**src/rtl/lzbf_pkg.sv**
```systemverilog
// ----------------------------------------------------------------------------
// lzbf_pkg
// Types, constants and helpers shared by the LZ bit-flag decompressor.
// ----------------------------------------------------------------------------
`default_nettype none

package lzbf_pkg;

   localparam int WINDOW_DEPTH     = 8192;
   localparam int PTR_W            = $clog2(WINDOW_DEPTH);
   localparam int OFFSET_W         = 14;
   localparam int LENGTH_W         = 9;
   localparam int BYTES_PER_RESULT = 8;
   localparam int COUNT_W          = 4;
   localparam int QUEUE_DEPTH      = 4;
   localparam int QPTR_W           = $clog2(QUEUE_DEPTH);

   // Offset bases of the long-match prefix code and length biases.
   localparam logic [OFFSET_W-1:0] OFS_BASE_A   = 14'd1;
   localparam logic [OFFSET_W-1:0] OFS_BASE_B   = 14'd513;
   localparam logic [OFFSET_W-1:0] OFS_BASE_C   = 14'd1025;
   localparam logic [OFFSET_W-1:0] OFS_BASE_D   = 14'd2049;
   localparam logic [OFFSET_W-1:0] OFS_BASE_E   = 14'd4097;
   localparam logic [OFFSET_W-1:0] OFS_SHORT    = 14'd256;
   localparam logic [LENGTH_W-1:0] LEN_BYTE_ADD = 9'd17;
   localparam logic [LENGTH_W-1:0] LEN_BITS_ADD = 9'd9;
   localparam logic [LENGTH_W-1:0] LEN_SHORT    = 9'd2;
   localparam logic [7:0]          END_BYTE     = 8'hff;

   typedef struct packed {
      logic [7:0] in_byte;
      logic       new_stream;
   } req_type;

   typedef struct packed {
      logic [63:0]        out_bytes;
      logic [COUNT_W-1:0] byte_count;
      logic               stream_end;
      logic               last_result;
   } rsp_type;

   typedef enum logic [4:0] {
      ST_START, ST_LIT, ST_KIND, ST_LTMP0, ST_LA, ST_LB, ST_LC, ST_LD, ST_LE,
      ST_LF, ST_LG, ST_LOFFB, ST_N0, ST_N1, ST_N2, ST_N3, ST_N4, ST_N78,
      ST_N5, ST_NBYTE, ST_NB2, ST_NB1, ST_NB0, ST_SHORT, ST_S2, ST_S1, ST_S0,
      ST_SBYTE, ST_SNEAR
   } step_type;

   typedef enum logic [1:0] {
      CMD_LIT, CMD_COPY, CMD_END
   } cmd_kind_type;

   typedef struct packed {
      cmd_kind_type        kind;
      logic [7:0]          lit;
      logic [OFFSET_W-1:0] offset;
      logic [LENGTH_W-1:0] length;
      logic                restart;
   } cmd_type;

   // Command channel from the decoder into the queue.
   typedef struct packed {
      logic    push;
      cmd_type cmd;
   } cmd_push_type;

   typedef enum logic [2:0] {
      B_IDLE, B_READ, B_WRITE, B_ENDS
   } back_state_type;

   // True in the decode steps that consume a data byte.
   function automatic logic needs_data(input step_type s);
      return (s == ST_LIT) || (s == ST_LOFFB) || (s == ST_NBYTE) ||
             (s == ST_SBYTE) || (s == ST_SNEAR);
   endfunction

endpackage

`default_nettype wire

```
**src/rtl/lzbf_queue.sv**
```systemverilog
// ----------------------------------------------------------------------------
// lzbf_queue
// Small command FIFO between the decoder and the copy engine.
// ----------------------------------------------------------------------------
`default_nettype none

module lzbf_queue (
   input  wire                    clock,
   input  wire                    reset,
   input  lzbf_pkg::cmd_push_type push_in,
   output logic                   full,
   output logic                   pop_valid,
   output lzbf_pkg::cmd_type      pop_cmd,
   input  wire                    pop
);
   import lzbf_pkg::*;

   cmd_type           slot_ff [QUEUE_DEPTH];
   logic [QPTR_W-1:0] wr_ff, wr_in, rd_ff, rd_in;
   logic [QPTR_W:0]   cnt_ff, cnt_in;
   logic              do_push, do_pop;

   assign full      = (cnt_ff == (QPTR_W + 1)'(QUEUE_DEPTH));
   assign pop_valid = (cnt_ff != '0);
   assign pop_cmd   = slot_ff[rd_ff];
   assign do_push   = push_in.push && !full;
   assign do_pop    = pop && pop_valid;

   // Pointer and fill count updates.
   always_comb begin
      wr_in  = do_push ? wr_ff + 1'b1 : wr_ff;
      rd_in  = do_pop ? rd_ff + 1'b1 : rd_ff;
      cnt_in = cnt_ff + (QPTR_W + 1)'(do_push) - (QPTR_W + 1)'(do_pop);
   end

   always_ff @(posedge clock) begin
      if (reset) begin
         wr_ff  <= '0;
         rd_ff  <= '0;
         cnt_ff <= '0;
      end else begin
         wr_ff  <= wr_in;
         rd_ff  <= rd_in;
         cnt_ff <= cnt_in;
      end
   end

   // Entry storage.
   always_ff @(posedge clock) begin
      if (do_push) begin
         slot_ff[wr_ff] <= push_in.cmd;
      end
   end

endmodule

`default_nettype wire

```
**config.mk**
```make
export PLATFORM = sky130hd
export DESIGN_NAME = lzbf_queue
export DESIGN_NICKNAME = d
export VERILOG_FILES = /design/src/rtl/lzbf_pkg.sv /design/src/rtl/lzbf_queue.sv
export SDC_FILE = /design/constraint.sdc
export NUM_CORES = 1
export LEC_CHECK = 0
export BUFFER_PORTS_ARGS = -buffer_cell sky130_fd_sc_hd__buf_2
export CORE_ASPECT_RATIO = 0.5
export CORE_MARGIN = 8
export CORE_UTILIZATION = 40
export CTS_BUF_LIST = sky130_fd_sc_hd__clkbuf_4 sky130_fd_sc_hd__clkbuf_8 sky130_fd_sc_hd__clkbuf_16
export DETAILED_ROUTE_END_ITERATION = 16
export PLACE_DENSITY = 0.62
export SKIP_LAST_GASP = 1
export SYNTH_ARGS = -nofsm -noshare
export SYNTH_HDL_FRONTEND = slang
export SYNTH_SLANG_ARGS = --single-unit
export TNS_END_PERCENT = 1
```
**constraint.sdc**
```tcl
create_clock -name clock -period 4.4 [get_ports clock]
set_input_delay 1.32 -clock clock [delete_from_list [all_inputs] [get_ports clock]]
set_output_delay 1.32 -clock clock [all_outputs]
set_load 0.02 [all_outputs]
```
Yosys cells after proc, flatten, opt, wreduce, memory -nomap -nowiden
Memory sizes are Yosys's and may differ from the RTL's. A register that Yosys moved wholly into a read port is not among the register bits.
Index checks and enable logic that the tools add are counted.
{"block": "totals", "out_inout_bits": 36, "ramBits": 136, "memories": 1, "elab_cells": 17, "regBits": 7, "inputBits": 38}
{"block": "op_classes", "addsub": 4, "reduce_logical": 4, "n_mux": 4, "n_eq_ne": 1}
{"name": "slot_ff", "words": 4, "word_bits": 34, "read_ports": 1, "rd_clocked_by_memory_dff": 1, "write_ports": 1, "line_no": "lzbf_queue.sv:18", "rtl": "cmd_type slot_ff [QUEUE_DEPTH];"}
{"cell": "$add 2x1->2 const B", "count": 2}
{"cell": "$mux 2", "count": 2}
{"cell": "$add 3x1->3", "count": 1}
{"cell": "$eq 3x3->1 const B", "count": 1}
{"cell": "$reduce_bool 3->1", "count": 1}
{"cell": "$sub 3x1->3", "count": 1}
{"cell": "$logic_and 1x1->1", "count": 2}
{"cell": "$mux 1", "count": 2}
{"cell": "$logic_not 1->1", "count": 1}

Longest topological paths before layout
Gate-level depths: netlist of run 1.
{"block": "logic_depth", "word_depth": 5, "depth_mapped": 11, "mapped_depth_nobuf": 11}

Worst setup path before layout of run 1
No wires, ideal clock.
{"block": "synth_timing", "path_type": "input to register", "startpoint": "input push_in[34] in the netlist's numbering", "endpoint": "register cnt_ff[2]", "slack_ns": 1.422, "path_stages": 11, "setup_ns": 0.078, "required_time_ns": 4.322, "arrival_ns": 2.900, "path_buffers": 0, "path_cell_list": "inv_1 nor2_1 inv_1 ha_1 inv_1 ha_1 inv_1 fa_1 xor2_1 and2_1 nor3_1"}
{"block": "synth_between", "elab_chain_len": 3}
{"item": "start: declaration", "line_no": "lzbf_queue.sv:10", "rtl": "input lzbf_pkg::cmd_push_type push_in,"}
{"item": "$logic_and 1x1->1", "line_no": "lzbf_queue.sv:26", "rtl": "assign do_push = push_in.push && !full;"}
{"item": "$add 3x1->3", "line_no": "lzbf_queue.sv:33", "rtl": "cnt_in = cnt_ff + (QPTR_W + 1)'(do_push) - (QPTR_W + 1)'(do_pop);"}
{"item": "$sub 3x1->3", "line_no": "lzbf_queue.sv:33"}
{"item": "end signal: assignment", "line_no": "lzbf_queue.sv:44", "rtl": "cnt_ff <= cnt_in;"}
{"item": "end: declaration", "line_no": "lzbf_queue.sv:20", "rtl": "logic [QPTR_W:0] cnt_ff, cnt_in;"}
No other way between the ends.
A chain may end at the register's enable or synchronous reset.

==> results of run 1 <==
[final timing paths]
path / startpoint / end / cells after the start
min reg2reg: wr_ff[1]$_SDFFE_PP0P_ / wr_ff[1]$_SDFFE_PP0P_ / 2
min: wr_ff[1]$_SDFFE_PP0P_ / wr_ff[1]$_SDFFE_PP0P_ / 2
max: flop / pop_cmd[26] / 3
max reg2reg: cnt_ff[1]$_SDFF_PP0_ / cnt_ff[2]$_SDFF_PP0_ / 11
[cell usage in the layout (no fill, tap or decap), types with 2 or more instances in the layout]
master and n:
dfxtp_2 2, mux4_2 30, clkbuf_4 5, clkbuf_16 17
dfxtp_1 7, buf_2 73, and2_2 4, bufinv_16 3
ha_1 6, or3_1 2, mux4_1 4, edfxtp_1 136
xor2_1 2, clkinv_1 4, clkinv_2 2, nor2_1 6
nand2b_1 2, inv_1 6
[metal layers]
layer | routed length (um) | vias to the layer above | share of wire [%] | global-route usage (%)
li1 | - | 1113 | - | -
met1 | 4032 | 1251 | 42 | 13.05
met2 | 4986 | 42 | 52 | 18.80
met3 | 414 | 10 | 4.3 | 3.964
met4 | 88 | 2 | 0.92 | 4.924
met5 | 12 | - | 0.13 | 0
[tightest hold or removal path, delay by kind of cell, from the launching register on]
kind,cells,cell delay (ns)
flip-flops,1,0.34
AND/OR/NAND/NOR,1,0.08
multiplexers,1,0.06
[report_power, final]
group          total (uW)  switching [uW]  internal [uW]
clock                1400             489            909
sequential           1800             113           1680
combinational         907             502            405
[logic make-up (layout without fill, tap and decap cells)]
| family | Yosys count | count (layout) | share of synthesized area, % |
|---|---|---|---|
| buffers and inverters | 15 | 111 | 2.146 |
| and+or+nand+nor | 18 | 18 | 1.892 |
| adders and majority gates | 7 | 7 | 1.754 |
| DFF | 145 | 145 | 78.63 |
| xor gates and xnor gates | 3 | 3 | 0.4846 |
| AOI/OAI and AO/OA | 4 | 4 | 0.5075 |
| muxes | 35 | 35 | 14.58 |
[Yosys cell counts (all sizes together)]
| master | count |
|---|---|
| ha | 6 |
| and2 | 5 |
| or3 | 2 |
| xnor2 | 1 |
| a21oi | 1 |
| mux4 | 34 |
| nand2b | 2 |
| o21ai | 1 |
| dfxtp | 9 |
| mux2i | 1 |
| nor2b | 1 |
| clkbuf | 2 |
| o311ai | 1 |
| xor2 | 2 |
| nor3b | 1 |
| nor2 | 6 |
| inv | 6 |
| nor3 | 1 |
| edfxtp | 136 |
| buf | 7 |
| o31a | 1 |
| fa | 1 |
[flip-flops by register name, indices dropped and copies added (netlist names), named ones only]
name and count:
slot_ff 136, cnt_ff 3, rd_ff 2, wr_ff 2
[through the flow]
step / area (um2) / utilization (%) / power, uW / hold WS (ns) / setup slack (ns)
floorplan: 5423 / - / 2491 / 0.4818 / 1.422
global placement: 5942 / 44.34 / 2731 / 0.4942 / 1.269
detailed placement: 5942 / 44.34 / 2764 / 0.5248 / 1.163
CTS: 6520 / 48.66 / 4162 / 0.5370 / 0.8625
global route: 6520 / 48.66 / 4293 / 0.5763 / 0.7775
finish: 6520 / 48.66 / 4102 / 0.5316 / 0.9208
[layout make-up]
type,count,area (um2)
Multi-Input combinational cell,67,1047
Clock buffer,22,462.9
Inverter,6,22.52
Timing Repair Buffer,74,385.4
Fill cell,1081,6880
Tap cell,176,220.2
Clock inverter,9,115.1
Sequential cell,145,4267
==> results.py, run 1 <==
metrics = {
    "route": {
        "drc": 0,
        "dr_total_vias": 2418,
        "drtPass1Iterations": 5,
        "vias_per_cell": 4.846,
        "drt-initial-drc-count": 143,
        "routed_wl_um": 9534,
        "ant_nets": 0,
        "wl_per_cell_um": 19.11,
    },
    "timing": {
        "tns_ns": 0,
        "skew_ns": 0.005604,
        "period_share_pct": 79.07,
        "period_needed_ns": 3.479,
        "clock.fmax_mhz": 287.4,
        "relSlewSlack_pct": 36.74,
        "rsz0062_at_grt": "false",
        "setup_viol": 0,
        "slew_viol_final": 0,
        "hold_viol_final": 0,
        "tightest_slew_ns": 0.9489,
    },
    "critical_path": {
        "critPathKind": "reg -> out",
        "crit_buf_inv": 2,
        "required_ns": 3.08,
        "critPathCaptureType": "primary output",
        "worst_setup_path_start_kind": "flop",
        "cp_max_fo": 18,
        "cp_top_family": "flip-flops",
        "crit_arrival_ns": 2.16,
        "crit_chain": "buf_12, mux4_2, buf_2",
        "critPathMaxStageDelay_ns": 0.74,
        "rrSetupSlack_ns": 2.05,
        "cp_slowest_cell": "dfxtp_2",
    },
    "logic_synthesis": {
        "synth_top_area_share_pct": 75.31,
        "synthCells": 227,
        "synthesis.area_mm2": 0.005423,
        "ys_types": 25,
        "ys_ff_latch": 145,
        "syn_avg_cell_area_um2": 23.89,
        "yosys.area.top_type": "edfxtp_1",
        "syn_nets": 272,
        "seq_area_frac_synth_pct": 78.63,
        "ys_warn_count": 0,
        "synth.area.top_cells": "edfxtp_1 (75%), mux4_2 (12%), dfxtp_1 (3.3%)",
    },
    "grt": {
        "grt_util_all_layers_pct": 11.26,
        "grt_pass1_vias": 2653,
        "grt_max_degree": 35,
        "grt_pass1_wl_um": 14860,
        "grt-ovfl-total": 0,
        "antenna_found_initial": 1,
    },
    "clocking": {
        "clockBufferDepth": 2,
        "numCtsBuffers": 17,
        "root_buffer": "clkbuf_16",
        "cts_setup_buffers": 0,
        "clk_pin_slew_ns": 0.05,
        "worstSkewPairLatency_ns": 0.40,
        "post_cts_resized": 0,
        "cts_htree_levels": 4,
        "cts.sinks": 145,
        "ctsHoldBuffers": 0,
        "cts_tree": "done",
    },
    "floorplan": {
        "start_util_pct": 40.47,
        "chipHeight_um": 98.33,
        "pin_count": 74,
        "die_area_mm2": 0.01776,
        "fp-row-count": 30,
        "die_x_um": 180.7,
        "core-area_mm2": 0.01340,
    },
    "layout": {
        "nNetsFinal": 356,
        "fin_cells": 499,
        "n_antenna_cell": 0,
        "drive_gt1_share_pct": 42.72,
        "area_growth_pct": 20.24,
    },
    "power": {
        "cellPowerDensity_mw_per_mm2": 629.2,
        "ir_worst_vdd_mv": 0.2445,
        "leakage_uw": 0.002242,
    },
    "worst_hold_path": {
        "hold_class": "reg -> reg",
    },
    "placed_design": {
        "portBuffers": 73,
        "place_inst": 468,
        "gp_congestion": 0.6796,
        "hpwl_um": 5866,
    },
    "run": {
        "drv_cap": 0,
    },
    "status": {
        "status": "finished clean",
    },
}
No activity file was read; power rests on OpenSTA's default activity.
==> run 2, diff against run 1 <==
--- a/config.mk
+++ b/config.mk
@@ -11,7 +11,7 @@
 export CORE_UTILIZATION = 40
 export CTS_BUF_LIST = sky130_fd_sc_hd__clkbuf_4 sky130_fd_sc_hd__clkbuf_8 sky130_fd_sc_hd__clkbuf_16
 export DETAILED_ROUTE_END_ITERATION = 16
-export PLACE_DENSITY = 0.62
+export PLACE_DENSITY = 0.64
 export SKIP_LAST_GASP = 1
 export SYNTH_ARGS = -nofsm -noshare
 export SYNTH_HDL_FRONTEND = slang
==> constraint.sdc (replaced) <==
create_clock -name clock -period 3 [get_ports clock]
set_input_delay 0.9 -clock clock [delete_from_list [all_inputs] [get_ports clock]]
set_output_delay 0.9 -clock clock [all_outputs]
set_load 0.02 [all_outputs]
==> results.py, run 2 (same netlist as run 1, synthesis figures left out) <==
metrics = {
    "grt": {
        "grt_max_degree": 35,
        "antenna_found_initial": 0,
        "grt_pass1_vias": 2806,
        "grt_pass1_wl_um": 15520,
        "use_met1_pct": 13.21,
        "grt_util_all_layers_pct": 11.60,
        "groute.layer.met3.usage_pct": 3.890,
        "grt_use_met2_pct": 19.98,
        "grt-ovfl-total": 0,
        "grt_busiest_layer": "met2",
    },
    "timing": {
        "tns_ns": 0,
        "period_needed_ns": 2.806,
        "relSlewSlack_pct": 67.40,
        "hold_viol_final": 0,
        "slew_viol_final": 0,
        "tightest_slew_ns": 0.4890,
        "setup_viol": 0,
        "rsz0062_at_grt": "false",
        "period_share_pct": 93.53,
        "clock.fmax_mhz": 356.4,
        "skew_ns": 0.009264,
    },
    "critical_path": {
        "cp_slowest_cell": "dfxtp_2",
        "critPathCaptureType": "primary output",
        "cp_max_fo": 18,
        "worst_setup_path_start_kind": "flop",
        "crit_buf_inv": 2,
        "cp_top_family": "flip-flops",
        "critPathMaxStageDelay_ns": 0.64,
        "crit_chain": "buf_4, mux4_2, buf_2",
        "critPathKind": "reg -> out",
        "crit_arrival_ns": 1.91,
        "required_ns": 2.10,
    },
    "power": {
        "p_comb_share_pct": 23.3,
        "cellPowerDensity_mw_per_mm2": 934.4,
        "intPower_uw": 4486,
        "ir_worst_vdd_mv": 0.4147,
        "switching_share_pct": 27.88,
        "leakage_uw": 0.002308,
        "p_sw_uw": 1734,
        "p_seq_share_pct": 41.2,
        "clkPwrFrac_pct": 35.5,
    },
    "route": {
        "dr_total_vias": 2439,
        "ant_nets": 0,
        "wl_per_cell_um": 19.45,
        "drtPass1Iterations": 4,
        "routed_wl_um": 9937,
        "drc": 0,
        "vias_per_cell": 4.773,
        "drt-initial-drc-count": 105,
    },
    "clocking": {
        "post_cts_resized": 0,
        "root_buffer": "clkbuf_16",
        "clk_pin_slew_ns": 0.06,
        "worstSkewPairLatency_ns": 0.41,
        "numCtsBuffers": 17,
        "cts_setup_buffers": 0,
        "ctsHoldBuffers": 0,
        "cts.sinks": 145,
        "clockBufferDepth": 2,
        "cts_htree_levels": 4,
        "cts_tree": "done",
    },
    "floorplan": {
        "fp-row-count": 30,
        "pin_count": 74,
        "die_area_mm2": 0.01776,
        "chipHeight_um": 98.33,
        "core-area_mm2": 0.01340,
        "die_x_um": 180.7,
        "start_util_pct": 40.47,
    },
    "worst_hold_path": {
        "hold_class": "reg -> reg",
    },
    "layout": {
        "final_cell_mix": "edfxtp_1 (136), buf_2 (73), mux4_2 (30)",
        "largest_reg_flops": 136,
        "n_antenna_cell": 0,
        "area_growth_pct": 22.77,
        "nNetsFinal": 367,
        "regMostFlops": "slot_ff",
        "top_regs": "slot_ff (136), cnt_ff (3)",
        "stdcell_area_mm2": 0.006658,
        "drive_gt1_share_pct": 45.97,
        "final_common_cell": "edfxtp_1",
    },
    "placed_design": {
        "gp_congestion": 0.6561,
        "placed_area_mm2": 0.006025,
        "portBuffers": 73,
        "hpwl_um": 6515,
    },
    "status": {
        "status": "finished clean",
    },
    "run": {
        "drv_cap": 0,
    },
}
-- run 2: cell type report --
class,count,area [um2]
Fill cell,1061,6743
Tap cell,176,220.2
Clock inverter,15,207.7
Timing Repair Buffer,85,467.9
Inverter,6,22.52
Multi-Input combinational cell,67,1047
Clock buffer,17,425.4
Sequential cell,145,4267
-- run 2: worst paths after layout --
check,startpoint,end,slack (ns),cells after the start
setup / recovery,flop,pop_cmd[3],0.19,3
hold / removal,wr_ff[0]$_SDFFE_PP0P_,wr_ff[0]$_SDFFE_PP0P_,0.54,2
setup reg to reg,cnt_ff[1]$_SDFF_PP0_,cnt_ff[2]$_SDFF_PP0_,0.80,11
hold reg to reg,wr_ff[0]$_SDFFE_PP0P_,wr_ff[0]$_SDFFE_PP0P_,0.54,2
-- run 2: layer usage --
layer | vias up | share of wire [%]
met2 | 37 | 53
met5 | - | 0
met4 | 0 | 1.1
li1 | 1134 | -
met1 | 1260 | 43
met3 | 8 | 3.0
-- run 2: tightest hold or removal path: stages (launching register included) --
cell,delay [ns]
dfxtp_1,0.35
o21ai_0,0.09
a21oi_1,0.06
-- run 2: through the flow --
step           instances  worst slack, ns  util [%]  hold slack, ns  power, uW
2_1_floorplan        227           0.4420         -          0.4818       3653
3_3_place_gp         479           0.4312     44.96          0.4959       4029
3_5_place_dp         479           0.3309     44.96          0.5384       4102
4_1_cts              511           0.1347     49.68          0.5463       6326
5_1_grt              511          0.09710     49.68          0.5793       6480
6_report             511           0.1941     49.68          0.5434       6221
-- run 2: power groups by stage --
stage | Combinational [uW] | Clock (uW) | Sequential, uW
2_1_floorplan | 1090 | 0 | 2560
3_3_place_gp | 1440 | 0 | 2580
3_5_place_dp | 1490 | 0 | 2610
4_1_cts | 1500 | 2260 | 2570
5_1_grt | 1570 | 2330 | 2580
6_report | 1450 | 2210 | 2560
