==> src/rtl/lzbf_pkg.sv <==
// ----------------------------------------------------------------------------
// lzbf_pkg
// Types, constants and helpers shared by the LZ bit-flag decompressor.
// ----------------------------------------------------------------------------
`default_nettype none

package lzbf_pkg;

   localparam int WINDOW_DEPTH     = 8192;
   localparam int PTR_W            = $clog2(WINDOW_DEPTH);
   localparam int OFFSET_W         = 14;
   localparam int LENGTH_W         = 9;
   localparam int BYTES_PER_RESULT = 8;
   localparam int COUNT_W          = 4;
   localparam int QUEUE_DEPTH      = 4;
   localparam int QPTR_W           = $clog2(QUEUE_DEPTH);

   // Offset bases of the long-match prefix code and length biases.
   localparam logic [OFFSET_W-1:0] OFS_BASE_A   = 14'd1;
   localparam logic [OFFSET_W-1:0] OFS_BASE_B   = 14'd513;
   localparam logic [OFFSET_W-1:0] OFS_BASE_C   = 14'd1025;
   localparam logic [OFFSET_W-1:0] OFS_BASE_D   = 14'd2049;
   localparam logic [OFFSET_W-1:0] OFS_BASE_E   = 14'd4097;
   localparam logic [OFFSET_W-1:0] OFS_SHORT    = 14'd256;
   localparam logic [LENGTH_W-1:0] LEN_BYTE_ADD = 9'd17;
   localparam logic [LENGTH_W-1:0] LEN_BITS_ADD = 9'd9;
   localparam logic [LENGTH_W-1:0] LEN_SHORT    = 9'd2;
   localparam logic [7:0]          END_BYTE     = 8'hff;

   typedef struct packed {
      logic [7:0] in_byte;
      logic       new_stream;
   } req_type;

   typedef struct packed {
      logic [63:0]        out_bytes;
      logic [COUNT_W-1:0] byte_count;
      logic               stream_end;
      logic               last_result;
   } rsp_type;

   typedef enum logic [4:0] {
      ST_START, ST_LIT, ST_KIND, ST_LTMP0, ST_LA, ST_LB, ST_LC, ST_LD, ST_LE,
      ST_LF, ST_LG, ST_LOFFB, ST_N0, ST_N1, ST_N2, ST_N3, ST_N4, ST_N78,
      ST_N5, ST_NBYTE, ST_NB2, ST_NB1, ST_NB0, ST_SHORT, ST_S2, ST_S1, ST_S0,
      ST_SBYTE, ST_SNEAR
   } step_type;

   typedef enum logic [1:0] {
      CMD_LIT, CMD_COPY, CMD_END
   } cmd_kind_type;

   typedef struct packed {
      cmd_kind_type        kind;
      logic [7:0]          lit;
      logic [OFFSET_W-1:0] offset;
      logic [LENGTH_W-1:0] length;
      logic                restart;
   } cmd_type;

   // Command channel from the decoder into the queue.
   typedef struct packed {
      logic    push;
      cmd_type cmd;
   } cmd_push_type;

   typedef enum logic [2:0] {
      B_IDLE, B_READ, B_WRITE, B_ENDS
   } back_state_type;

   // True in the decode steps that consume a data byte.
   function automatic logic needs_data(input step_type s);
      return (s == ST_LIT) || (s == ST_LOFFB) || (s == ST_NBYTE) ||
             (s == ST_SBYTE) || (s == ST_SNEAR);
   endfunction

endpackage

`default_nettype wire

==> src/rtl/lzbf_front.sv <==
// ----------------------------------------------------------------------------
// lzbf_front
// Token decoder: takes stream bytes, walks flag bits one per cycle while the
// command queue is not full, and issues literal, copy and end commands.
// ----------------------------------------------------------------------------
`default_nettype none

module lzbf_front (
   input  wire                   clock,
   input  wire                   reset,
   input  wire                   req_valid,
   output logic                  req_ready,
   input  lzbf_pkg::req_type     req_data,
   input  wire                   q_full,
   output lzbf_pkg::cmd_push_type cmd_out
);
   import lzbf_pkg::*;

   step_type            step_ff, step_in;
   logic [15:0]         flag_ff, flag_in;
   logic [4:0]          bits_ff, bits_in;
   logic [7:0]          low_ff, low_in;
   logic                lowv_ff, lowv_in;
   logic [OFFSET_W-1:0] off_ff, off_in;
   logic [3:0]          ohb_ff, ohb_in;
   logic [LENGTH_W-1:0] len_ff, len_in;
   logic                done_ff, done_in;
   logic                restart_ff, restart_in;

   logic     need_in, accept, bit_go, clr, f;
   logic [7:0] b;
   step_type e_step;
   logic     e_done, e_restart;
   logic [LENGTH_W-1:0] cmd_len;

   // Input is wanted when the decoder waits for a data or flag byte, or once it has seen the end marker.
   assign need_in   = done_ff || needs_data(step_ff) || (bits_ff == 5'd0);
   assign req_ready = need_in && !q_full;
   assign accept    = req_valid && req_ready;
   assign bit_go    = !need_in && !q_full;
   assign clr       = accept && req_data.new_stream;
   assign b         = req_data.in_byte;
   assign f         = flag_ff[0];

   // Decode one byte or one flag bit.
   always_comb begin
      e_step     = clr ? ST_START : step_ff;
      e_done     = clr ? 1'b0 : done_ff;
      e_restart  = restart_ff || clr;
      step_in    = e_step;
      flag_in    = clr ? 16'd0 : flag_ff;
      bits_in    = clr ? 5'd0 : bits_ff;
      low_in     = clr ? 8'd0 : low_ff;
      lowv_in    = clr ? 1'b0 : lowv_ff;
      off_in     = clr ? '0 : off_ff;
      ohb_in     = clr ? 4'd0 : ohb_ff;
      len_in     = clr ? '0 : len_ff;
      done_in    = e_done;
      restart_in = e_restart;
      cmd_out.push        = 1'b0;
      cmd_out.cmd.kind    = CMD_COPY;
      cmd_out.cmd.lit     = b;
      cmd_out.cmd.offset  = off_ff;
      cmd_out.cmd.restart = e_restart;
      cmd_len             = len_ff;
      priority if (accept && !e_done && needs_data(e_step)) begin
         unique case (e_step)
            ST_LIT: begin
               cmd_out.push     = 1'b1;
               cmd_out.cmd.kind = CMD_LIT;
               step_in          = ST_START;
            end
            ST_LOFFB: begin
               off_in  = off_in + {2'b00, ohb_in, b};
               step_in = ST_N0;
            end
            ST_NBYTE: begin
               cmd_len      = {1'b0, b} + LEN_BYTE_ADD;
               cmd_out.push = 1'b1;
               step_in      = ST_START;
            end
            ST_SBYTE: begin
               off_in       = (off_ff | {6'd0, b} | {2'b00, ohb_ff, 8'd0}) + OFS_SHORT;
               cmd_len      = LEN_SHORT;
               cmd_out.push = 1'b1;
               step_in      = ST_START;
            end
            default: begin
               off_in       = {6'd0, b} + 14'd1;
               cmd_out.push = 1'b1;
               step_in      = ST_START;
               if (b == END_BYTE) begin
                  cmd_out.cmd.kind = CMD_END;
                  done_in          = 1'b1;
               end else begin
                  cmd_len = LEN_SHORT;
               end
            end
         endcase
      end else if (accept && !e_done) begin
         // Flag word reload, low byte first.
         if (!lowv_in) begin
            low_in  = b;
            lowv_in = 1'b1;
         end else begin
            flag_in = {b, low_in};
            bits_in = 5'd16;
            lowv_in = 1'b0;
         end
      end else if (bit_go) begin
         flag_in = {1'b0, flag_ff[15:1]};
         bits_in = bits_ff - 5'd1;
         unique case (step_ff)
            ST_START: step_in = f ? ST_LIT : ST_KIND;
            ST_KIND: begin
               if (f) begin
                  off_in  = OFS_BASE_A;
                  step_in = ST_LTMP0;
               end else begin
                  step_in = ST_SHORT;
               end
            end
            ST_LTMP0: begin
               ohb_in  = {3'd0, f};
               step_in = ST_LA;
            end
            ST_LA: begin
               if (f) step_in = ST_LOFFB;
               else begin
                  off_in  = OFS_BASE_B;
                  step_in = ST_LB;
               end
            end
            ST_LB: begin
               if (f) step_in = ST_LOFFB;
               else begin
                  off_in  = OFS_BASE_C;
                  step_in = ST_LC;
               end
            end
            ST_LC: begin
               ohb_in  = {ohb_ff[2:0], f};
               step_in = ST_LD;
            end
            ST_LD: begin
               if (f) step_in = ST_LOFFB;
               else begin
                  off_in  = OFS_BASE_D;
                  step_in = ST_LE;
               end
            end
            ST_LE: begin
               ohb_in  = {ohb_ff[2:0], f};
               step_in = ST_LF;
            end
            ST_LF: begin
               if (f) step_in = ST_LOFFB;
               else begin
                  off_in  = OFS_BASE_E;
                  step_in = ST_LG;
               end
            end
            ST_LG: begin
               ohb_in  = {ohb_ff[2:0], f};
               step_in = ST_LOFFB;
            end
            ST_N0, ST_N1, ST_N2, ST_N3: begin
               if (f) begin
                  unique case (step_ff)
                     ST_N0:   cmd_len = 9'd3;
                     ST_N1:   cmd_len = 9'd4;
                     ST_N2:   cmd_len = 9'd5;
                     default: cmd_len = 9'd6;
                  endcase
                  len_in       = cmd_len;
                  cmd_out.push = 1'b1;
                  step_in      = ST_START;
               end else begin
                  unique case (step_ff)
                     ST_N0:   step_in = ST_N1;
                     ST_N1:   step_in = ST_N2;
                     ST_N2:   step_in = ST_N3;
                     default: step_in = ST_N4;
                  endcase
               end
            end
            ST_N4: step_in = f ? ST_N78 : ST_N5;
            ST_N78: begin
               cmd_len      = f ? 9'd8 : 9'd7;
               cmd_out.push = 1'b1;
               step_in      = ST_START;
            end
            ST_N5: step_in = f ? ST_NBYTE : ST_NB2;
            ST_NB2: begin
               len_in  = {6'd0, f, 2'b00};
               step_in = ST_NB1;
            end
            ST_NB1: begin
               len_in  = len_ff | {7'd0, f, 1'b0};
               step_in = ST_NB0;
            end
            ST_NB0: begin
               cmd_len      = (len_ff | {8'd0, f}) + LEN_BITS_ADD;
               cmd_out.push = 1'b1;
               step_in      = ST_START;
            end
            ST_SHORT: step_in = f ? ST_S2 : ST_SNEAR;
            ST_S2: begin
               off_in  = {3'd0, f, 10'd0};
               step_in = ST_S1;
            end
            ST_S1: begin
               off_in  = off_ff | {4'd0, f, 9'd0};
               step_in = ST_S0;
            end
            ST_S0: begin
               ohb_in  = {3'd0, f};
               step_in = ST_SBYTE;
            end
            default: step_in = ST_START;
         endcase
      end else begin
         // No transfer and no flag bit this cycle, so the decoder holds.
      end
      if (cmd_out.push) begin
         len_in     = cmd_len;
         restart_in = 1'b0;
      end
      cmd_out.cmd.offset = off_in;
      cmd_out.cmd.length = cmd_len;
   end

   // Decoder state registers.
   always_ff @(posedge clock) begin
      if (reset) begin
         step_ff    <= ST_START;
         flag_ff    <= 16'd0;
         bits_ff    <= 5'd0;
         low_ff     <= 8'd0;
         lowv_ff    <= 1'b0;
         off_ff     <= '0;
         ohb_ff     <= 4'd0;
         len_ff     <= '0;
         done_ff    <= 1'b0;
         restart_ff <= 1'b0;
      end else begin
         step_ff    <= step_in;
         flag_ff    <= flag_in;
         bits_ff    <= bits_in;
         low_ff     <= low_in;
         lowv_ff    <= lowv_in;
         off_ff     <= off_in;
         ohb_ff     <= ohb_in;
         len_ff     <= len_in;
         done_ff    <= done_in;
         restart_ff <= restart_in;
      end
   end

endmodule

`default_nettype wire

==> config.mk <==
export PLATFORM = sky130hd
export DESIGN_NAME = lzbf_front
export DESIGN_NICKNAME = d
export VERILOG_FILES = /design/src/rtl/lzbf_pkg.sv /design/src/rtl/lzbf_front.sv
export SDC_FILE = /design/constraint.sdc
export NUM_CORES = 1
export LEC_CHECK = 0
export BUFFER_PORTS_ARGS = -buffer_cell sky130_fd_sc_hd__buf_4
export CAP_MARGIN = 20
export CORE_ASPECT_RATIO = 2
export CORE_MARGIN = 5
export CORE_UTILIZATION = 56
export DETAILED_ROUTE_END_ITERATION = 10
export PLACE_DENSITY = 0.79
export SLEW_MARGIN = 5
export SYNTH_ARGS = -nofsm -noshare
export SYNTH_HDL_FRONTEND = slang
export SYNTH_SLANG_ARGS = --single-unit
==> constraint.sdc <==
create_clock -name clock -period 5.7 [get_ports clock]
set_input_delay 0.855 -clock clock [delete_from_list [all_inputs] [get_ports clock]]
set_output_delay 0.855 -clock clock [all_outputs]
set_load 0.01 [all_outputs]
After elaboration in Yosys (flattened, before gate mapping). Cells that the tools add are included. W data, S select, Z words.

Mux-type cells: 80. Equality and inequality tests: 34. $add $sub $neg: 6. Bitwise logic cells: 5. Divide/modulo/power cells: 0. Reductions and logical operators: 31. Multipliers: 0. Shift-type cells: 0. $lt $le $gt $ge: 0.

Operators with widths (number): $mux W14 (9); $mux W9 (11); $pmux W14 S7 (1); $pmux W5 S19 (1); $pmux W9 S3 (3); $eq A5 B5 Y1 const B (16); $mux W16 (5); $mux W5 (11); $eq A5 B4 Y1 const B (9); $pmux W14 S3 (1); $mux W4 (8); $mux W8 (4); $eq A5 B3 Y1 const B (4); $pmux W5 S3 (1); $add A14 B12 Y14 (1); $add A14 B9 Y14 const B (1); $mux W1 (14); $or A14 B10 Y14 (1); $or A14 B12 Y14 (1); $or A14 B8 Y14 (1); $logic_or A1 B1 Y1 (11); $eq A5 B1 Y1 const B (2); $eq A5 B2 Y1 const B (2); $logic_not A5 Y1 (2); 18 further kinds (36).

Latch bits: 0. RAM bits: 0. ROM bits: 0. Memories kept: 0. Input bits: 13. Register bits after elaboration: 64.

Logic depth before layout (Yosys ltp). Gate-level depths: netlist of the first run.

Word-level depth: 19. Gate-level depth with buffers: 21. Mapped depth without buffers: 17.

Worst setup path after synthesis of the first run. OpenSTA, ideal clock, no wires.

Kind: flip-flop to output port. Start point: register bits_ff[0]. End point: output cmd_out[18] (netlist name). Path slack: 252 ps. Data required time: 4845 ps. Data arrival time: 4593 ps. Cell stages (with the launch flop): 22. Cell sequence: dfxtp_1 > inv_1 > ha_1 > nor4b_1 > nor2_1 > a31o_4 > clkbuf_1 > clkbuf_1 > buf_2 > buf_1 > nand2_1 > xnor2_1 > ha_1 > a21o_1 > maj3_1 > nand2_1 > a221oi_1 > a41o_1 > o21ai_1 > nand2_2 > or4_4 > nand3_1.

RTL lines: from (decl) (line lzbf_front.sv:21) `logic [4:0] bits_ff, bits_in;`; from (signal assigned) (line lzbf_front.sv:249) `bits_ff <= bits_in;`; to (decl) (line lzbf_front.sv:15) `output lzbf_pkg::cmd_push_type cmd_out`.

==> results of run 1 <==
==> worst reg2reg max path: cells and delay by family (launching register included) <==
| family | cells | cell delay [ps] |
|---|---|---|
| adder cells (fa/ha/maj) | 3 | 840 |
| flip-flops | 1 | 450 |
| AND/OR/NAND/NOR | 5 | 1350 |
| AO/OA/AOI/OAI | 7 | 1440 |
==> cell type report <==
class                      instances  area, um2
sequential                        64       1280
fill                            1041       4060
clock buffer                       9        225
tap                              140        175
clock inverter                     7        103
timing repair buffer              69        518
multi-input combinational        739       4470
inverter                          12       45.0
==> cells by family after synthesis <==
logic type	synth area share, %
flops	20.8
buf+inv	6.86
xor+xnor	2.99
fa+ha+maj	2.62
mux	2.48
simple gates	28.3
compound gates	36.0
==> worst max-delay path by stage <==
stage,start,end,slack [ps],cells past startpoint
after floorplan,bits_ff[0]$_SDFF_PP0_,cmd_out[18],250,21
after global placement,q_full,cmd_out[21],490,16
after detailed placement,q_full,cmd_out[21],370,16
after CTS,step_ff[4]$_SDFF_PP0_,cmd_out[21],270,15
after global routing,bits_ff[0]$_SDFF_PP0_,cmd_out[21],30,17
final,step_ff[4]$_SDFF_PP0_,cmd_out[21],330,15
==> power by group <==
part           leakage, nW  internal, W  switching (W)  total, W
clock network        0.157     0.000387       0.000235  0.000622
logic                 1.88     0.000199       0.000374  0.000573
registers            0.518     0.000484      0.0000423  0.000526
total                 2.56      0.00107       0.000651   0.00172
==> routing by layer <==
layer	GRT usage [%]	vias to the layer above	part of all wire [%]
met4	26.1	0	8.2
met3	4.56	147	8.0
met5	0	-	0
li1	-	3315	-
met1	33.6	3358	35
met2	53.4	454	48
==> state kept, by name (all words and copies together) (netlist names) <==
name	count
low_ff	8
off_ff	14
done_ff	1
len_ff	9
bits_ff	5
step_ff	5
ohb_ff	4
flag_ff	16
restart_ff	1
lowv_ff	1
==> placed cells by master (no fill, tap or decap), types with 13 or more instances in the layout <==
cell type	synthesis	layout
sky130_fd_sc_hd__a21o_1	16	16
sky130_fd_sc_hd__a21oi_1	83	83
sky130_fd_sc_hd__a22o_1	13	13
sky130_fd_sc_hd__a22oi_1	31	31
sky130_fd_sc_hd__a31oi_1	17	17
sky130_fd_sc_hd__and2_1	18	18
sky130_fd_sc_hd__and3_1	18	18
sky130_fd_sc_hd__buf_4	10	69
sky130_fd_sc_hd__dfxtp_1	64	62
sky130_fd_sc_hd__mux2i_1	13	13
sky130_fd_sc_hd__nand2_1	79	79
sky130_fd_sc_hd__nand2b_1	14	14
sky130_fd_sc_hd__nand3_1	26	26
sky130_fd_sc_hd__nor2_1	111	111
sky130_fd_sc_hd__nor2b_1	16	16
sky130_fd_sc_hd__nor3_1	32	31
sky130_fd_sc_hd__o21ai_0	67	67
==> through the flow <==
stage | power, W | hold slack [ps] | instances | area (um2)
after floorplan | 0.000927 | 432 | 904 | 6160
after global placement | 0.00108 | 447 | 1024 | 6480
after detailed placement | 0.00108 | 450 | 1024 | 6480
after CTS | 0.00170 | 459 | 1040 | 6810
after global routing | 0.00179 | 479 | 1040 | 6820
final | 0.00172 | 457 | 1040 | 6820
==> reports/summary.md, run 1 <==
Using the TritonRoute via totals, the vias-per-cell ratio works out to 6.99. The floorplan step defined a die boundary enclosing 0.0133 mm2. In the final timing run, aggregate negative setup slack is 0 ps. After global routing the overflow that remains totals 0. The aggregate global-route resource usage is 31.2%. The tree is rooted in a sky130_fd_sc_hd__clkbuf_16.

The top cell type by area accounts for 20.8% of the synthesized area. TritonCTS built the clock tree. Final count of pins violating max slew: 0. Clock tree synthesis inserted a total of 9 buffers. For this design the top-level I/O count stands at 49. The run gives 0 as the number of nets with antenna violations after routing. In the post-synthesis netlist, the cell with the most instances is sky130_fd_sc_hd__nor2_1. The congestion estimate from routability-driven global placement came to 1.03. Counting flops and latches in the post-synthesis netlist gives 64. The repair_antennas step left the layout with diodes totalling 0. The tools report the placeable core area as 0.0109 mm2.

Yosys mapped a number of flops with a built-in enable equal to 0. The worst hold path was traced through 2 stages. The worst hold path begins at flag_ff[15]$_SDFF_PP0_.

The HPWL after detailed placement is 15.0 mm. The total power density per cell area is 252 mW/mm2, and the quantity of gates resized following cts is 0. The clock passes through at most 2 buffers. The post-layout utilization of the core is 62.7%, and the die height is 158 um. The initial utilization of the core area, before any placement, comes to 56.6%. After synthesis, the cell types taking the most area are sky130_fd_sc_hd__dfxtp_1 21%, sky130_fd_sc_hd__nor2_1 6.8%, sky130_fd_sc_hd__a21oi_1 6.7%.

The cell family contributing the most delay on the critical path was compound AO/OA/AOI/OAI gates. The first TritonRoute pass finished after 5 iterations. The minimum clock period after layout was 5370 ps; the largest vdd supply drop was 0.280 mV. Dividing the synthesized area by the synthesized cell count gives 6.82 um2. The count of maximum capacitance violations is 0, and the routed wire length per instance is 20.5 um.

STA classifies the critical path startpoint as a flip-flop. For flop-to-flop paths, the worst setup slack is 1530 ps. The total buffers and inverters traversed by the critical path is 1, and the data arrival at the endpoint of the critical path is 4510 ps. Counting distinct cell types in the post-synthesis netlist gives 76.

The number of remaining DRC errors is 0, and the biggest fanout along the worst timing path is 14. For the pin with the worst max-slew slack, the measured transition is 742 ps. In this design, the stage delay of the slowest critical-path cell is 470 ps.

The portion of the clock cycle consumed by the worst path in the final layout is 94.1%. The critical path in this run is classified as flip-flop to output port. The total of hold buffers inserted after clock tree synthesis came out at 0. The analysis attributes to cell leakage a power of 2.56 nW. The run gives 916 as the number of nets at the end of the flow.

The post-route netlist has 12.9% of its cells at a drive strength greater than 1. STA classifies the critical path endpoint as an output port. The tools report the clock net sink count as 64. For the number of hold violations in the final report, the log shows 0.

At the worst endpoint, the required time is 4850 ps. After the first detailed-routing iteration, the DRC count stood at 875. The number of global-route vias before repair is 6,918, and the wire length of the first global-routing pass is 33.7 mm. In the synthesized netlist, the cells that appear most often are 111 x sky130_fd_sc_hd__nor2_1, 83 x sky130_fd_sc_hd__a21oi_1, 79 x sky130_fd_sc_hd__nand2_1, 67 x sky130_fd_sc_hd__o21ai_0. CTS built an H-tree with a depth of 3.

For this block, the routed nets add up to 21.3 mm of wire. The slowest stage of the critical path is the sky130_fd_sc_hd__or3_4 cell. The area growth from synthesis to layout is 10.6%. The fraction of registers with async set/reset is 0%. The flow ran to the end, and the final reports show no timing, DRC or antenna violations. The end point of the worst hold path was flag_ff[14]$_SDFF_PP0_. Clock-pin slew was measured on the worst setup and hold paths at 70 ps. For the area of the mapped netlist, the log shows 0.00616 mm2.

In this run the critical register-to-register path is launched from step_ff[4]$_SDFF_PP0_. For the achievable clock frequency, the log shows 0.186 GHz. Largest area contributor in the synthesized netlist: sky130_fd_sc_hd__dfxtp_1. The total of buffers placed on input and output ports was 48. Setup repair after global routing left no endpoint under its margin. For the gate count after technology mapping, the log shows 904. The logs give 0 for the count of final setup violators and 20.8% for the share of the yosys chip area belonging to registers. The tightest min-delay check is of the flip-flop to flip-flop type. Post-CTS timing repair inserted 0 buffers for setup. Timing analysis after detailed placement gives a worst setup slack of 371 ps.

The via count of the routed design was 7,274. Initial antenna violation count: 0. The endpoint of the worst-slack reg-to-reg timing path was off_ff[8]$_SDFF_PP0_.

Walking the worst path, the cells encountered are or3_4, a21o_4, a31o_4, and2_1, ha_1, maj3_1, o211a_1, a21oi_1, nor2_1, o21ai_0, o311ai_0, a211oi_2, mux2i_1, nand2_1, buf_4. From left edge to right edge, the die measures 84.2 um. In this run the tightest slew margin relative to its limit is 50.6%. The cell depth of the worst flop-to-flop path was 15.

During synthesis, Yosys emitted a total of 0 warnings. The clock latency of the later-clocked register in the worst-skew pair is 350 ps. Row generation in the floorplan step produced 54 rows.

Among all flip-flop cells after synthesis, the most frequent one is sky130_fd_sc_hd__dfxtp_1. Worst setup slack after layout: 334 ps. Clock skew on the completed layout was measured at 14.7 ps. Entering global routing, the biggest net connects 55 pins. Counting every net in the synthesized netlist gives 925.
Note: power is estimated with default switching activity, not from simulation.
==> inputs of run 2 (changes only) <==
Settings changed: CORE_UTILIZATION 56 to 62, PLACE_DENSITY 0.79 to 0.83.
Clock period 5.7 ns to 5.62 ns, I/O delays scaled along.
==> run 2 against run 1 <==
Sequential power is 0.8% higher. Sequential share of layout area hardly changed. Final area hardly changed. Die area is 8.8% lower. First-iteration DRC count is 2.9% lower. Worst hold slack hardly changed. Clock-buffer cell count stayed put. Critical path depth is 1 higher. Combinational power is 4.4% higher. Worst setup slack worse by 160 ps. Via count is 1.7% higher. Critical path type unchanged.
==> reports/summary.md, run 2 (synthesized netlist as in run 1, its figures left out) <==
Combinational logic is responsible for 33.8% of the overall power. The tools report the net switching power as 0.000678 W. Leaving out fill and tap cells, the most frequent cells in the layout are 111 x sky130_fd_sc_hd__nor2_1, 83 x sky130_fd_sc_hd__a21oi_1, 79 x sky130_fd_sc_hd__nand2_1. The run gives 30.0% as the proportion of power drawn by flip-flops and latches. The floorplan die area was 0.0122 mm2; the die height was 151 um.

The quantity of gates resized following cts is 1. The register containing the most flip-flops in the final layout is flag_ff. The logs give 1.07 for the placer congestion estimate and 9 for the number of buffers inserted during clock tree synthesis. The run gives 15.9 ps as the worst-case clock skew. After routing the design area is 0.00682 mm2. The number of global-route vias before repair is 7,031, and the data required time at the worst endpoint is 4780 ps. The total power density per cell area works out to 259 mW/mm2. Share of total power consumed by net switching: 38.4%. The run finished with clean final reports. In the final layout, the share of cells above drive strength 1 is 12.9%. The tightest min-delay check is of the flip-flop to flip-flop type.

The tools report the buffer count from post-CTS setup fixing as 0. Setup repair after global routing left no endpoint under its margin. VDD sags by at most 0.234 mV. Using the TritonRoute via totals, the vias-per-cell ratio works out to 7.16. Data arrives at the worst endpoint at 4600 ps. Setup violations remaining at the end of the flow were counted as 0. For the leakage power, the log shows 2.57 nW.

Setup slack on the critical path of the routed design comes to 177 ps. The worst register-to-register path ends at off_ff[8]$_SDFF_PP0_. The flip-flop count of the largest register, all copies and words added is 16, and the proportion of power drawn by the clock network is 36.1%. The layout filler cell count is 911, and the portion of the clock cycle consumed by the worst path in the final layout is 96.8%.

Once placement finished, the instance area stood at 0.00647 mm2. The initial detailed-routing violation count was 850; the clock-pin transition on the worst setup and hold timing paths was 60 ps. The run gives 8 as the detailed-routing iteration count for the pre-antenna-repair pass. The cell sitting at the root of the clock tree is a sky130_fd_sc_hd__clkbuf_16. The sort of element at the start of the critical path was a flip-flop. Startpoint of the most critical register-to-register path: step_ff[4]$_SDFF_PP0_. The clock passes through at most 2 buffers.

The run gives 0.184 GHz as the achievable clock frequency. The most frequent standard cell in the layout excluding fill and tap cells was sky130_fd_sc_hd__nor2_1. The initialized floorplan defines 51 standard-cell rows. The detail route stage leaves a number of antenna-violating nets equal to 0. Cell depth of the worst flop-to-flop path: 15. The via count of the routed design was 7,398; the total number of H-tree levels was 3.

The tool flagged a number of max-cap violations equal to 0. Power comes to 0.00177 W. The most critical setup path has its endpoint at cmd_out[18]. Detailed-placement wirelength estimate: 16.2 mm. The logs give 37.5% for the aggregate global-route resource usage and 350 ps for the clock latency of the later-clocked register in the worst-skew pair. The logs give 0 for the final count of pins violating max slew and 55 for the maximum number of pins on one net before global-route repair. Global routing finished with a remaining overflow of 0. The final layout contains 917 nets. The area growth from synthesis to layout is 10.7%.

The wire length of the first global-routing pass was 35.7 mm; the minimum clock period after layout was 5440 ps. TritonCTS built the clock tree. The initial core utilization came out at 63.1%. Routed wire length per instance: 21.7 um. At the pin with the least slew margin, the transition time is 1100 ps. Hold is met by 457 ps. In the final layout, the multi-input gates occupy 0.00447 mm2.

The largest registers in the layout are flag_ff: 16 flops, off_ff: 14 flops, len_ff: 9 flops. The worst setup path is captured at an output port. Setup total negative slack on the finished layout was measured at 0 ps. For the initial antenna violation count, the log shows 0.

The placeable core area was 0.00976 mm2. Clock tree synthesis found a total of 64 sinks. The internal power of the cells totals 0.00109 W. The run gives 0 as the number of hold violations in the final report. Tracing the worst setup path back leads to its startpoint at step_ff[4]$_SDFF_PP0_. For this run, design rule violations remaining after detail routing come to 0.

In the final layout, flip-flops and latches occupy 0.00128 mm2. The worst slew slack as a fraction of its limit is 26.3%. For the worst setup slack for register-to-register paths, the log shows 1320 ps. Die boundary width: 80.5 um. Buffers placed on the I/O ports in this run total 48.

0 antenna diodes ended up in the layout. The critical path in this run is classified as flip-flop to output port. The final layout contains routed wiring with a total length of 22.5 mm. Along the worst path, the maximum fanout reaches 13. Timing analysis after detailed placement gives a worst setup slack of 203 ps. Total of hold buffers inserted after clock tree synthesis: 0. 49 I/O pins were placed.
## run 2: worst max-delay path, cell delays in order, from the launching register on
cell and delay (ps):
sky130_fd_sc_hd__dfxtp_1 450, sky130_fd_sc_hd__or3_4 460, sky130_fd_sc_hd__a21o_4 250, sky130_fd_sc_hd__a31o_4 270, sky130_fd_sc_hd__and2_1 180, sky130_fd_sc_hd__ha_1 270
sky130_fd_sc_hd__ha_1 260, sky130_fd_sc_hd__a21o_1 170, sky130_fd_sc_hd__maj3_1 340, sky130_fd_sc_hd__nand2_1 90, sky130_fd_sc_hd__a221oi_1 80, sky130_fd_sc_hd__a41o_1 260
sky130_fd_sc_hd__o21ai_1 330, sky130_fd_sc_hd__nand2_2 120, sky130_fd_sc_hd__or4_4 500, sky130_fd_sc_hd__nand3_1 100, sky130_fd_sc_hd__buf_4 130
## run 2: stage by stage
stage,util (%),instances
5_1_grt,69.8,1033
3_5_place_dp,66.3,1016
3_3_place_gp,66.3,1016
2_1_floorplan,-,904
6_report,69.8,1033
4_1_cts,69.7,1032
## run 2: layout make-up
cell class                      count  share of cell area (%)
Multi-Input combinational cell    739                    65.6
Sequential cell                    64                    18.8
Timing Repair Buffer               70                    7.71
Clock buffer                        9                    3.30
Tap cell                          132                    2.42
Clock inverter                      7                    1.50
Inverter                           12                   0.661
## run 2: how the worst min path moves through the flow
stage,depth (start not counted),start,end
floorplan,2,flag_ff[12]$_SDFF_PP0_,flag_ff[11]$_SDFF_PP0_
finish,2,flag_ff[14]$_SDFF_PP0_,flag_ff[13]$_SDFF_PP0_
detailed placement,2,flag_ff[15]$_SDFF_PP0_,flag_ff[14]$_SDFF_PP0_
global placement,2,flag_ff[6]$_SDFF_PP0_,flag_ff[5]$_SDFF_PP0_
global route,2,flag_ff[14]$_SDFF_PP0_,flag_ff[13]$_SDFF_PP0_
CTS,2,flag_ff[15]$_SDFF_PP0_,flag_ff[14]$_SDFF_PP0_
## run 2: power groups by stage
stage | clock, W | combinational, W | sequential [W]
3_3_place_gp | 0 | 0.000564 | 0.000535
5_1_grt | 0.000662 | 0.000642 | 0.000532
4_1_cts | 0.000640 | 0.000579 | 0.000528
3_5_place_dp | 0 | 0.000576 | 0.000538
6_report | 0.000638 | 0.000598 | 0.000530
2_1_floorplan | 0 | 0.000421 | 0.000519
## run 2: routing by layer
layer,track usage (%),vias up,routed length (um)
met5,0,-,0
met4,24.8,0,1620
met3,6.01,136,1810
met2,62.2,471,10900
met1,43.8,3461,8120
li1,-,3330,-
